--- src/rtl/core/edas_pkg.sv ---
// ----------------------------------------------------------------------------
// edas_pkg - shared types and constants of the echo delay autorange scaler
// Register indexes, field widths, reset values and controller/datapath structs.
// ----------------------------------------------------------------------------
package edas_pkg;

  localparam int TIME_BITS_DEF = 16;

  // Configuration register file
  localparam int CFG_IDX_W  = 1;
  localparam int CFG_DATA_W = 16;
  localparam logic [CFG_IDX_W-1:0] CFG_SCALE_RANGE = 1'b0;
  localparam logic [CFG_IDX_W-1:0] CFG_SPREAD_THR  = 1'b1;

  localparam int RANGE_W = 7;
  localparam int THR_W   = 16;
  localparam logic [RANGE_W-1:0] RANGE_RST = 7'd32;
  localparam logic [THR_W-1:0]   THR_RST   = 16'd10;

  // One quotient bit per divide step
  localparam int CNT_W = $clog2(RANGE_W);

  // Controller to datapath
  typedef struct packed {
    logic take;      // input transaction completes this cycle
    logic track;     // update current/min/max
    logic prep;      // spread, validity, clamped offset
    logic mul;       // offset * range, seed divider
    logic div_step;  // one restoring divide step
    logic load_out;  // move result into output register
  } edas_cmd_t;

  // Datapath to controller
  typedef struct packed {
    logic armed;
    logic scale_ok;
    logic out_free;
  } edas_status_t;

endpackage

--- src/rtl/core/edas_ctrl.sv ---
// ----------------------------------------------------------------------------
// edas_ctrl - sequencing of one echo measurement
// Steps accept, track, prepare, multiply, divide and hand-off.
// ----------------------------------------------------------------------------
module edas_ctrl
  import edas_pkg::*;
(
  input  logic         clk,
  input  logic         rst,
  input  logic         in_valid,
  input  logic         in_level,
  output logic         in_ready,
  input  edas_status_t status,
  output edas_cmd_t    cmd
);

  typedef enum logic [2:0] {
    ST_IDLE,
    ST_TRACK,
    ST_PREP,
    ST_MUL,
    ST_DIV,
    ST_DONE
  } state_t;

  state_t            state;
  logic [CNT_W-1:0]  div_cnt;
  logic              div_last;

  assign in_ready = (state == ST_IDLE);
  assign div_last = (div_cnt == CNT_W'(RANGE_W - 1));

  always_comb begin
    cmd          = '0;
    cmd.take     = (state == ST_IDLE) && in_valid;
    cmd.track    = (state == ST_TRACK);
    cmd.prep     = (state == ST_PREP);
    cmd.mul      = (state == ST_MUL);
    cmd.div_step = (state == ST_DIV);
    cmd.load_out = (state == ST_DONE) && status.out_free;
  end

  always_ff @(posedge clk) begin
    if (rst) begin
      state   <= ST_IDLE;
      div_cnt <= '0;
    end else begin
      case (state)
        ST_IDLE: begin
          // only an echo edge on an armed block yields a result
          if (in_valid && in_level && status.armed) state <= ST_TRACK;
        end
        ST_TRACK: state <= ST_PREP;
        ST_PREP:  state <= ST_MUL;
        ST_MUL: begin
          div_cnt <= '0;
          state   <= status.scale_ok ? ST_DIV : ST_DONE;
        end
        ST_DIV: begin
          div_cnt <= div_cnt + 1'b1;
          if (div_last) state <= ST_DONE;
        end
        ST_DONE: begin
          if (status.out_free) state <= ST_IDLE;
        end
        default: state <= ST_IDLE;
      endcase
    end
  end

endmodule

--- src/rtl/core/edas_dp.sv ---
// ----------------------------------------------------------------------------
// edas_dp - datapath of the echo delay autorange scaler
// Stamp/tracking registers, config registers, multiplier, serial divider and
// output register.
// ----------------------------------------------------------------------------
module edas_dp
  import edas_pkg::*;
#(
  parameter int TIME_BITS = TIME_BITS_DEF
) (
  input  logic                  clk,
  input  logic                  rst,
  input  logic                  cfg_we,
  input  logic [CFG_IDX_W-1:0]  cfg_index,
  input  logic [CFG_DATA_W-1:0] cfg_data,
  input  logic [TIME_BITS-1:0]  capture_time,
  input  logic                  edge_level,
  input  edas_cmd_t             cmd,
  output edas_status_t          status,
  input  logic                  out_ready,
  output logic                  out_valid,
  output logic [TIME_BITS-1:0]  echo_delay,
  output logic [RANGE_W-1:0]    scaled_delay,
  output logic                  scale_valid
);

  localparam int P_W   = TIME_BITS + RANGE_W;
  localparam int CMP_W = (TIME_BITS > THR_W) ? TIME_BITS : THR_W;

  logic [RANGE_W-1:0]   scale_range;
  logic [THR_W-1:0]     spread_thr;

  logic [TIME_BITS-1:0] start_stamp;
  logic                 armed;
  logic [TIME_BITS-1:0] delay;
  logic [TIME_BITS-1:0] cur_delay;
  logic [TIME_BITS-1:0] min_delay;
  logic [TIME_BITS-1:0] max_delay;

  logic [TIME_BITS-1:0] spread;
  logic [TIME_BITS-1:0] offset;
  logic                 scale_ok;

  logic [TIME_BITS-1:0] rem;
  logic [RANGE_W-1:0]   low;
  logic [RANGE_W-1:0]   quot;

  logic [TIME_BITS-1:0] spread_c;
  logic                 ok_c;
  logic [TIME_BITS-1:0] offset_c;
  logic [P_W-1:0]       prod_c;
  logic [TIME_BITS:0]   trial;
  logic [TIME_BITS:0]   diff;
  logic                 ge;

  assign status.armed    = armed;
  assign status.scale_ok = scale_ok;
  assign status.out_free = !out_valid || out_ready;

  always_comb begin
    spread_c = max_delay - min_delay;
    ok_c     = (max_delay > min_delay) && (CMP_W'(spread_c) > CMP_W'(spread_thr));
    if (cur_delay <= min_delay)      offset_c = '0;
    else if (cur_delay >= max_delay) offset_c = spread_c;
    else                             offset_c = cur_delay - min_delay;
  end

  // quotient < 2^RANGE_W, so the upper product bits already sit below spread
  assign prod_c = P_W'(offset) * P_W'(scale_range);
  assign trial  = {rem, low[RANGE_W-1]};
  assign diff   = trial - {1'b0, spread};
  assign ge     = (trial >= {1'b0, spread});

  always_ff @(posedge clk) begin
    if (rst) begin
      scale_range <= RANGE_RST;
      spread_thr  <= THR_RST;
    end else if (cfg_we) begin
      case (cfg_index)
        CFG_SCALE_RANGE: scale_range <= cfg_data[RANGE_W-1:0];
        CFG_SPREAD_THR:  spread_thr  <= cfg_data[THR_W-1:0];
        default: ;
      endcase
    end
  end

  always_ff @(posedge clk) begin
    if (rst) begin
      armed     <= 1'b0;
      cur_delay <= '0;
      min_delay <= '1;
      max_delay <= '0;
      out_valid <= 1'b0;
    end else begin
      if (cmd.take) begin
        if (!edge_level) begin
          start_stamp <= capture_time;
          armed       <= 1'b1;
        end else if (armed) begin
          delay <= capture_time - start_stamp;
          armed <= 1'b0;
        end
      end
      if (cmd.track && (delay != cur_delay)) begin
        cur_delay <= delay;
        if (min_delay > delay) min_delay <= delay;
        if (max_delay < delay) max_delay <= delay;
      end
      if (cmd.load_out)     out_valid <= 1'b1;
      else if (out_ready)   out_valid <= 1'b0;
    end
  end

  always_ff @(posedge clk) begin
    if (cmd.prep) begin
      spread   <= spread_c;
      scale_ok <= ok_c;
      offset   <= offset_c;
    end
    if (cmd.mul) begin
      rem  <= prod_c[P_W-1:RANGE_W];
      low  <= prod_c[RANGE_W-1:0];
      quot <= '0;
    end
    if (cmd.div_step) begin
      rem  <= ge ? diff[TIME_BITS-1:0] : trial[TIME_BITS-1:0];
      low  <= {low[RANGE_W-2:0], 1'b0};
      quot <= {quot[RANGE_W-2:0], ge};
    end
    if (cmd.load_out) begin
      echo_delay   <= delay;
      scaled_delay <= scale_ok ? quot : '0;
      scale_valid  <= scale_ok;
    end
  end

endmodule

--- src/rtl/core/echo_delay_autorange_scaler_top.sv ---
// ----------------------------------------------------------------------------
// echo_delay_autorange_scaler_top - echo delay measurement with auto-ranging
// Top level: stream ports, config port, controller and datapath.
// ----------------------------------------------------------------------------
// Each input transaction is a comparator edge: s_tdata holds the capture time,
// s_tuser the level after the edge. A falling edge (level 0) stores the stamp
// and arms the block; the block stays idle and gives no result. A rising edge on
// an armed block measures delay = stamp - start modulo 2^TIME_BITS, disarms,
// folds a changed delay into the tracked current/min/max, and produces one
// result: the delay and the current delay scaled as
// (cur-min)*scale_range/(max-min), rounded down. scale_valid (m_tuser) is set
// only when max > min and max-min exceeds spread_threshold; otherwise the
// scaled field is 0 and no divide is run. A rising edge on a disarmed block is
// dropped. A measuring edge occupies the block through accept, track,
// prepare, multiply, RANGE_W = 7 restoring divide steps on a shared
// subtractor and hand-off, the divide skipped when the scale is invalid;
// s_tready stays low meanwhile. The result sits in an output register, so
// the block takes the next edge while a result still waits on m_tready; it
// only stalls at hand-off if the previous result has not yet been taken.
// Config writes (cfg_index 0: scale_range, 1: spread_threshold) take effect
// at the next edge and are meant to happen only while the block is idle.
module echo_delay_autorange_scaler_top
  import edas_pkg::*;
#(
  parameter int TIME_BITS = TIME_BITS_DEF,
  localparam int S_DATA_W = ((TIME_BITS + 7) / 8) * 8,
  localparam int M_DATA_W = ((TIME_BITS + RANGE_W + 7) / 8) * 8
) (
  input  logic                  clk,
  input  logic                  rst,
  // configuration
  input  logic                  cfg_we,
  input  logic [CFG_IDX_W-1:0]  cfg_index,
  input  logic [CFG_DATA_W-1:0] cfg_data,
  // edge events
  input  logic                  s_tvalid,
  output logic                  s_tready,
  input  logic [S_DATA_W-1:0]   s_tdata,   // capture_time, zero pad
  input  logic                  s_tuser,   // edge_level
  // results
  output logic                  m_tvalid,
  input  logic                  m_tready,
  output logic [M_DATA_W-1:0]   m_tdata,   // echo_delay, scaled_delay, zero pad
  output logic                  m_tuser    // scale_valid
);

  edas_cmd_t            cmd;
  edas_status_t         status;
  logic [TIME_BITS-1:0] echo_delay;
  logic [RANGE_W-1:0]   scaled_delay;

  edas_ctrl u_ctrl (
    .clk      (clk),
    .rst      (rst),
    .in_valid (s_tvalid),
    .in_level (s_tuser),
    .in_ready (s_tready),
    .status   (status),
    .cmd      (cmd)
  );

  edas_dp #(
    .TIME_BITS (TIME_BITS)
  ) u_dp (
    .clk          (clk),
    .rst          (rst),
    .cfg_we       (cfg_we),
    .cfg_index    (cfg_index),
    .cfg_data     (cfg_data),
    .capture_time (s_tdata[TIME_BITS-1:0]),
    .edge_level   (s_tuser),
    .cmd          (cmd),
    .status       (status),
    .out_ready    (m_tready),
    .out_valid    (m_tvalid),
    .echo_delay   (echo_delay),
    .scaled_delay (scaled_delay),
    .scale_valid  (m_tuser)
  );

  // pack result fields, lowest first
  always_comb begin
    m_tdata                         = '0;
    m_tdata[TIME_BITS-1:0]          = echo_delay;
    m_tdata[TIME_BITS +: RANGE_W]   = scaled_delay;
  end

endmodule

--- config.mk ---
export PLATFORM = sky130hd
export DESIGN_NAME = echo_delay_autorange_scaler_top
export DESIGN_NICKNAME = d
export VERILOG_FILES = /design/src/rtl/core/edas_pkg.sv /design/src/rtl/core/edas_ctrl.sv /design/src/rtl/core/edas_dp.sv /design/src/rtl/core/echo_delay_autorange_scaler_top.sv
export SDC_FILE = /design/constraint.sdc
export NUM_CORES = 1
export LEC_CHECK = 0
export ABC_CLOCK_PERIOD_IN_PS = 5240
export BUFFER_PORTS_ARGS = -buffer_cell sky130_fd_sc_hd__buf_2
export CELL_PAD_IN_SITES_DETAIL_PLACEMENT = 0
export CELL_PAD_IN_SITES_GLOBAL_PLACEMENT = 1
export CORE_MARGIN = 2
export CORE_UTILIZATION = 45
export DETAILED_ROUTE_END_ITERATION = 16
export PLACE_DENSITY_LB_ADDON = 0.1
export SKIP_CTS_REPAIR_TIMING = 1
export SLEW_MARGIN = 20
export SYNTH_ARGS = -nofsm -noshare
export SYNTH_HDL_FRONTEND = slang
export SYNTH_SLANG_ARGS = --single-unit
--- constraint.sdc ---
create_clock -name clk -period 5.24 [get_ports clk]
set_input_delay 0.524 -clock clk [delete_from_list [all_inputs] [get_ports clk]]
set_output_delay 0.524 -clock clk [all_outputs]
set_load 0.03 [all_outputs]
==> flow_metrics.env, run 1 <==
export IMPL_drt_pass1_iterations=5
export IMPL_synth_compound_area_share_pct=14.5
export IMPL_post_place_cells=2118
export IMPL_cp_num_cells=18
export IMPL_seq_area_frac_synth_pct=33.5
export IMPL_worst_ep_required_time_ns=5.43
export IMPL_syn_num_nets=1899
export IMPL_path_delay_family="adder cells"
export IMPL_cells_on_worst_reg2reg_path=18
export IMPL_setup_viol=0
export IMPL_final_net_count=1975
export IMPL_synth_simple_area_share_pct=15.3
export IMPL_main_combinational_cell_family_by_area_after_synthesis="adder cells"
export IMPL_avgViaCountPerCell=5.22
export IMPL_cp_slowest_cell="sky130_fd_sc_hd__fa_1"
export IMPL_clk_tree_root_cell="sky130_fd_sc_hd__clkbuf_16"
export IMPL_timing_critical_path_cells="buf_4, and2_1, fa_1, fa_1, fa_1, inv_1, fa_1, inv_1, ha_4, a21o_1, nor3_2, a21oi_2, o31ai_4, a31o_2, o21ai_2, a2111o_1, a21oi_2, a211oi_1"
export IMPL_layout_drive_gt1_share_pct=10.3
export IMPL_crit_path_max_incr_delay_ns=0.52
export IMPL_ioPinCount=66
export IMPL_first_global_vias=11400
export IMPL_post_synth_cell_area_avg_sq_um=9.49
export IMPL_tightest_slew_ns=1.10
export IMPL_place_gp_congestion=0.839
export IMPL_post_drt_wl_per_cell_um=17.8
export IMPL_detailroute_via_count=11300
export IMPL_core_area_sq_mm=0.0335
export IMPL_critPathKind="flip-flop to flip-flop"
export IMPL_synth_mux_area_share_pct=2.54
export IMPL_status="complete, no violations"
export IMPL_power_density_normalized_to_cell_area_mw_per_mm2=447
export IMPL_gr_total_overflow=0
export IMPL_layout_cells_most_common="sky130_fd_sc_hd__inv_1"
export IMPL_drt_first_iter_violations=524
export IMPL_drc=0
export IMPL_synth_to_layout_area_growth_pct=10.9
export IMPL_synth_top_area_share_pct=23.1
export IMPL_initial_core_utilization_pct=45.8
export IMPL_max_cap_violations=0
export IMPL_detailed_place_area_sq_mm=0.0163
export IMPL_grt_antenna_before_repair=0
export IMPL_floorplan_die_area_sq_mm=0.0356
export IMPL_final_period_minus_worst_setup_slack_ns=5.04
export IMPL_synth_xor_area_share_pct=4.56
export IMPL_max_slew_margin_pct=26.6
export IMPL_postSynth_asyncResetShare_pct=0
export IMPL_num_antenna_cells=0
export IMPL_io_buffer_count=64
export IMPL_final_cell_mix="201 x sky130_fd_sc_hd__inv_1, 166 x sky130_fd_sc_hd__ha_1, 129 x sky130_fd_sc_hd__nor2_1, 127 x sky130_fd_sc_hd__nand2_1, 118 x sky130_fd_sc_hd__edfxtp_1"
export IMPL_maxClockFrequency_mhz=199
export IMPL_synth_top_cells_by_area="sky130_fd_sc_hd__edfxtp_1 23%, sky130_fd_sc_hd__ha_1 14%, sky130_fd_sc_hd__dfxtp_1 10%, sky130_fd_sc_hd__fa_1 9.5%, sky130_fd_sc_hd__inv_1 4.9%"
export IMPL_final_core_utilization_pct=50.8
export IMPL_fin_tns_setup_ns=0
export IMPL_synth_adder_area_share_pct=23.3
export IMPL_pre_cts_ws_ns=0.0575
export IMPL_cts_tree="built"
export IMPL_critical_path_most_common_cell="sky130_fd_sc_hd__fa_1"
export IMPL_route_final_wire_length_mm=38.3
export IMPL_critPathCaptureType="flip-flop"
export IMPL_cp_buffers_inverters=3
export IMPL_global_route_wire_length_before_repair_mm=61.7
export IMPL_synth_ff_type="sky130_fd_sc_hd__edfxtp_1"
export IMPL_postLayoutSetupSlackWorst_ns=0.203
export IMPL_clkLatencyLatePin_ns=0.46
export IMPL_finished_layout_cells=2155
export IMPL_floorplan_rows=67
export IMPL_total_power_mw=7.61
export IMPL_final_area_sq_mm=0.0170
export IMPL_min_delay_path_class="input port to flip-flop"
export IMPL_final_count_of_pins_violating_max_slew=0
export IMPL_critical_path_startpoint_type="flip-flop"
export IMPL_largest_net_degree_at_the_start_of_global_routing=36
export IMPL_cts_htree_levels=4
export IMPL_synth_top_area_cell="sky130_fd_sc_hd__edfxtp_1"
export IMPL_worst_path_max_fanout=5
export IMPL_clkSlewWorstSetupHoldPaths_ns=0.08
export IMPL_ys_warn_count=0
export IMPL_synth_seq_cells=198
export IMPL_netlist_area_sq_mm=0.0153
export IMPL_number_of_distinct_library_cell_variants_in_the_gate_level_netlist_after_synthesis=72
export IMPL_synth_enable_flop_cells=118
export IMPL_filler_cell_count=3226
export IMPL_hold_violations=0
export IMPL_globalRouteTotalUtil_pct=22.3
export IMPL_num_cts_buffers=17
export IMPL_critical_path_arrival_ns=5.23
export IMPL_fp_dieW_um=189
export IMPL_max_vdd_ir_drop_mv=0.395
export IMPL_cellLeakagePower_nw=7.87
export IMPL_min_period_over_period_pct=96.1
export IMPL_whs_ns=0.256
export IMPL_timing_hold_worst_path_depth=1
export IMPL_synthesis_instances=1618
export IMPL_setup_clock_skew_after_layout_ns=0.0218
export IMPL_antenna_left=0
export IMPL_numClockSinks=198
export IMPL_dieHeight_um=189
export IMPL_dp_hpwl_mm=30.7
export IMPL_cts_path_max_buffers=2
## where the power goes
part | switching, mW | total [mW] | internal, mW
registers | 0.261 | 2.25 | 1.99
logic | 2.33 | 3.99 | 1.66
clock network | 0.680 | 1.37 | 0.687
total | 3.28 | 7.61 | 4.34
## sequential cells by signal (all words and copies together), names as in the netlist
name               flops
u_dp.quot              7
u_dp.scale_valid       1
u_dp.scale_ok          1
u_dp.rem              16
u_dp.spread_thr       16
u_dp.armed             1
u_dp.low               7
u_ctrl.div_cnt         3
u_dp.max_delay        16
u_dp.delay            16
u_dp.out_valid         1
u_dp.echo_delay       16
u_dp.offset           16
u_dp.scaled_delay      7
u_dp.spread           16
u_ctrl.state           3
u_dp.scale_range       7
u_dp.min_delay        16
u_dp.start_stamp      16
u_dp.cur_delay        16
## area by class of cell
cell class | instances | area (sq um) | area share (%)
Multi-Input combinational cell | 1174 | 9340 | 54.9
Sequential cell | 198 | 5150 | 30.3
Inverter | 202 | 758 | 4.45
Timing Repair Buffer | 101 | 606 | 3.56
Tap cell | 448 | 561 | 3.29
Clock buffer | 18 | 429 | 2.52
Clock inverter | 14 | 175 | 1.03
## Yosys cell counts, drive strengths merged (11+ instances only)
master / n
a21o: 47
o21a: 16
a21oi: 111
nand2: 127
dfxtp: 80
o21ai: 52
nand3: 17
nor2b: 23
clkbuf: 32
nand2b: 14
ha: 169
edfxtp: 118
inv: 201
xnor2: 56
nand4: 26
a31oi: 11
and2: 88
and3: 11
a211oi: 18
nor3: 14
buf: 12
o211ai: 27
mux2i: 39
fa: 73
nor2: 133
xor2: 23
## per-layer routing
metal  GRT usage (%)  vias up  share of wire, %
li1                -     5707                 -
met3            2.92       29               2.3
met2            38.2      119                49
met1            29.3     5398                47
met4            7.06        0               2.2
met5               0        -                 0
## final timing paths
check | from | to | slack (ns)
max | u_dp.offset[4] | u_dp.rem[15] | 0.20
max reg2reg | u_dp.offset[4] | u_dp.rem[15] | 0.20
min reg2reg | u_dp.spread_thr[13] | u_dp.spread_thr[13] | 0.46
min | s_tdata[0] | u_dp.start_stamp[0] | 0.26
## logic make-up after synthesis
kind of cell / count (synthesis)
AOI/OAI and AO/OA: 332
xor gates and xnor gates: 79
buffers and inverters: 246
other: 1
adders and majority gates: 242
muxes: 39
and+or+nand+nor: 481
DFF: 198
## worst reg2reg max path: cells and delay by family, from the launching register on
kind            cells  cell delay, ns
buf+inv             3            0.28
fa+ha+maj           5            2.23
compound gates      8            1.45
flops               1            0.46
simple gates        2            0.35
Note: power is estimated with default switching activity, not from simulation.
==> run 2: changes to the inputs <==
Settings changed: SYNTH_HIERARCHICAL from default to 1.
==> run 2 against run 1 <==
  * Design area grew 0.49%
  * Maximum frequency increased by 0.83%
  * Worst setup slack better by 0.041 ns
  * Clock skew decreased by 0.011 ns
  * Sequential power barely moved
  * Hold slack improved by 0.00099 ns
  * Clock-buffer cell count is 1 lower
  * Synthesized area rose by 0.21%
  * Wire length rose by 0.17%
==> flow_metrics.env, run 2 <==
export IMPL_num_cts_buffers=17
export IMPL_synth_top_area_share_pct=23.0
export IMPL_route_final_wire_length_mm=38.4
export IMPL_post_place_cells=2149
export IMPL_clkSlewWorstSetupHoldPaths_ns=0.09
export IMPL_largest_net_degree_at_the_start_of_global_routing=63
export IMPL_detailroute_via_count=11600
export IMPL_antenna_left=0
export IMPL_drt_first_iter_violations=684
export IMPL_numClockSinks=198
export IMPL_final_area_sq_mm=0.0171
export IMPL_power_share_combinational_pct=50.9
export IMPL_cts_htree_levels=4
export IMPL_clk_tree_root_cell="sky130_fd_sc_hd__clkbuf_16"
export IMPL_crit_path_max_incr_delay_ns=0.54
export IMPL_gr_total_overflow=0
export IMPL_setup_clock_skew_after_layout_ns=0.0109
export IMPL_status="complete, no violations"
export IMPL_dp_hpwl_mm=30.6
export IMPL_critical_path_startpoint_type="flip-flop"
export IMPL_ioPinCount=66
export IMPL_post_synth_cell_area_avg_sq_um=9.37
export IMPL_power_report_internal_total_mw=4.26
export IMPL_drt_pass1_iterations=5
export IMPL_detailed_place_area_sq_mm=0.0164
export IMPL_power_density_normalized_to_cell_area_mw_per_mm2=435
export IMPL_dieHeight_um=189
export IMPL_power_switching_mw=3.17
export IMPL_netlist_area_sq_mm=0.0154
export IMPL_hold_violations=0
export IMPL_total_power_mw=7.43
export IMPL_max_cap_violations=0
export IMPL_cts_tree="built"
export IMPL_critical_path_most_common_cell="sky130_fd_sc_hd__fa_1"
export IMPL_global_route_wire_length_before_repair_mm=61.1
export IMPL_ys_warn_count=6
export IMPL_floorplan_rows=67
export IMPL_avgViaCountPerCell=5.29
export IMPL_setup_viol=0
export IMPL_final_core_utilization_pct=50.9
export IMPL_drc=0
export IMPL_worst_path_max_fanout=9
export IMPL_synth_seq_cells=198
export IMPL_final_net_count=2008
export IMPL_first_global_vias=11100
export IMPL_pre_cts_ws_ns=0.0106
export IMPL_cellLeakagePower_nw=7.91
export IMPL_critPathKind="flip-flop to flip-flop"
export IMPL_grt_antenna_before_repair=1
export IMPL_post_drt_wl_per_cell_um=17.6
export IMPL_whs_ns=0.257
export IMPL_synth_enable_flop_cells=118
export IMPL_fp_dieW_um=189
export IMPL_seq_area_frac_synth_pct=33.4
export IMPL_timing_critical_path_cells="buf_4, and2_1, fa_1, fa_1, fa_1, inv_1, fa_1, inv_1, ha_1, buf_4, a21oi_1, nor2b_1, o21ai_0, nand2b_1, a22o_1, buf_4, o22ai_1, xor2_1, o21ai_1"
export IMPL_io_buffer_count=64
export IMPL_timing_hold_worst_path_depth=1
export IMPL_num_antenna_cells=0
export IMPL_place_gp_congestion=0.872
export IMPL_swShare_pct=42.7
export IMPL_max_slew_margin_pct=27.1
export IMPL_layout_drive_gt1_share_pct=9.60
export IMPL_synth_to_layout_area_growth_pct=11.2
export IMPL_share_seq_of_total_power_pct=30.1
export IMPL_layout_cells_most_common="sky130_fd_sc_hd__inv_1"
export IMPL_maxClockFrequency_mhz=200
export IMPL_final_cell_mix="205 x sky130_fd_sc_hd__inv_1, 169 x sky130_fd_sc_hd__ha_1, 141 x sky130_fd_sc_hd__nand2_1, 127 x sky130_fd_sc_hd__nor2_1, 118 x sky130_fd_sc_hd__edfxtp_1"
export IMPL_synth_top_cells_by_area="sky130_fd_sc_hd__edfxtp_1 23%, sky130_fd_sc_hd__ha_1 14%, sky130_fd_sc_hd__dfxtp_1 10%, sky130_fd_sc_hd__fa_1 9.5%, sky130_fd_sc_hd__inv_1 5.0%"
export IMPL_final_count_of_pins_violating_max_slew=0
export IMPL_core_area_sq_mm=0.0336
export IMPL_cts_path_max_buffers=2
export IMPL_postSynth_asyncResetShare_pct=0
export IMPL_synth_ff_type="sky130_fd_sc_hd__edfxtp_1"
export IMPL_cells_on_worst_reg2reg_path=19
export IMPL_syn_num_nets=1922
export IMPL_finished_layout_cells=2188
export IMPL_globalRouteTotalUtil_pct=22.0
export IMPL_clkPwrFrac_pct=19.0
export IMPL_tightest_slew_ns=1.09
export IMPL_critical_path_arrival_ns=5.19
export IMPL_critPathCaptureType="flip-flop"
export IMPL_synthesis_instances=1641
export IMPL_final_period_minus_worst_setup_slack_ns=5.00
export IMPL_min_delay_path_class="input port to flip-flop"
export IMPL_worst_ep_required_time_ns=5.44
export IMPL_initial_core_utilization_pct=45.8
export IMPL_min_period_over_period_pct=95.3
export IMPL_fin_tns_setup_ns=0
export IMPL_synth_top_area_cell="sky130_fd_sc_hd__edfxtp_1"
export IMPL_yosysMostFrequentCell="sky130_fd_sc_hd__inv_1"
export IMPL_clkLatencyLatePin_ns=0.45
export IMPL_cp_slowest_cell="sky130_fd_sc_hd__fa_1"
export IMPL_max_vdd_ir_drop_mv=0.317
export IMPL_synth_cells_most_frequent="205 x sky130_fd_sc_hd__inv_1, 169 x sky130_fd_sc_hd__ha_1, 141 x sky130_fd_sc_hd__nand2_1"
export IMPL_postLayoutSetupSlackWorst_ns=0.245
export IMPL_number_of_distinct_library_cell_variants_in_the_gate_level_netlist_after_synthesis=76
export IMPL_filler_cell_count=3208
export IMPL_floorplan_die_area_sq_mm=0.0357
[run 2: changes by cell type after synthesis, sizes merged, moves of 9 or more]
cell   delta
and2     +10
a21o     -20
xnor2    -15
o31a      +9
nor3     +18
xor2     +10
nand2    +14
[run 2: area by class of cell]
class | instances | area [sq um] | share of cell area [%]
repair buffers | 110 | 666 | 3.89
multi-input cells | 1194 | 9320 | 54.5
clock buffers | 17 | 425 | 2.49
inverters | 206 | 773 | 4.52
well taps | 448 | 561 | 3.28
clock inverters | 15 | 206 | 1.21
flip-flops and latches | 198 | 5150 | 30.1
[run 2: layer usage]
| metal | wire (um) | GRT usage, % | vias up | part of all wire (%) |
|---|---|---|---|---|
| met2 | 18000 | 36.0 | 154 | 47 |
| met4 | 382 | 4.00 | 0 | 0.99 |
| met5 | 0 | 0 | - | 0 |
| met1 | 18900 | 31.7 | 5574 | 49 |
| met3 | 1120 | 2.82 | 18 | 2.9 |
| li1 | - | - | 5826 | - |
[run 2: logic make-up after synthesis]
| family | share of synthesized area (%) |
|---|---|
| flops | 33.4 |
| simple gates | 16.7 |
| fa+ha+maj | 23.2 |
| other cells | 0.0244 |
| buf+inv | 6.28 |
| mux | 2.30 |
| compound gates | 13.7 |
| xor+xnor | 4.21 |
[run 2: worst paths after layout]
check                                         start                   to  slack [ns]
worst max-delay path            u_dp/scale_range[6]         u_dp/rem[12]        0.24
worst min-delay path                     s_tdata[0]  u_dp/start_stamp[0]        0.26
worst max register to register  u_dp/scale_range[6]         u_dp/rem[12]        0.24
worst min register to register  u_dp/spread_thr[12]  u_dp/spread_thr[12]        0.46
[run 2: power by group through the flow]
| stage | sequential [mW] | combinational [mW] | clock (mW) |
|---|---|---|---|
| 2_1_floorplan | 2.15 | 2.84 | 0 |
| 3_3_place_gp | 2.28 | 3.69 | 0 |
| 6_report | 2.24 | 3.79 | 1.41 |
| 5_1_grt | 2.27 | 4.23 | 1.51 |
| 3_5_place_dp | 2.28 | 3.74 | 0 |
| 4_1_cts | 2.25 | 3.76 | 1.46 |
[run 2: worst max-delay path: cells and delay by family, from the launching register on]
family | cells | cell delay [ns]
AO/OA/AOI/OAI | 5 | 0.81
XOR/XNOR | 1 | 0.22
adder cells (fa/ha/maj) | 5 | 2.42
buffers and inverters | 5 | 0.57
flip-flops | 1 | 0.38
AND/OR/NAND/NOR | 3 | 0.33
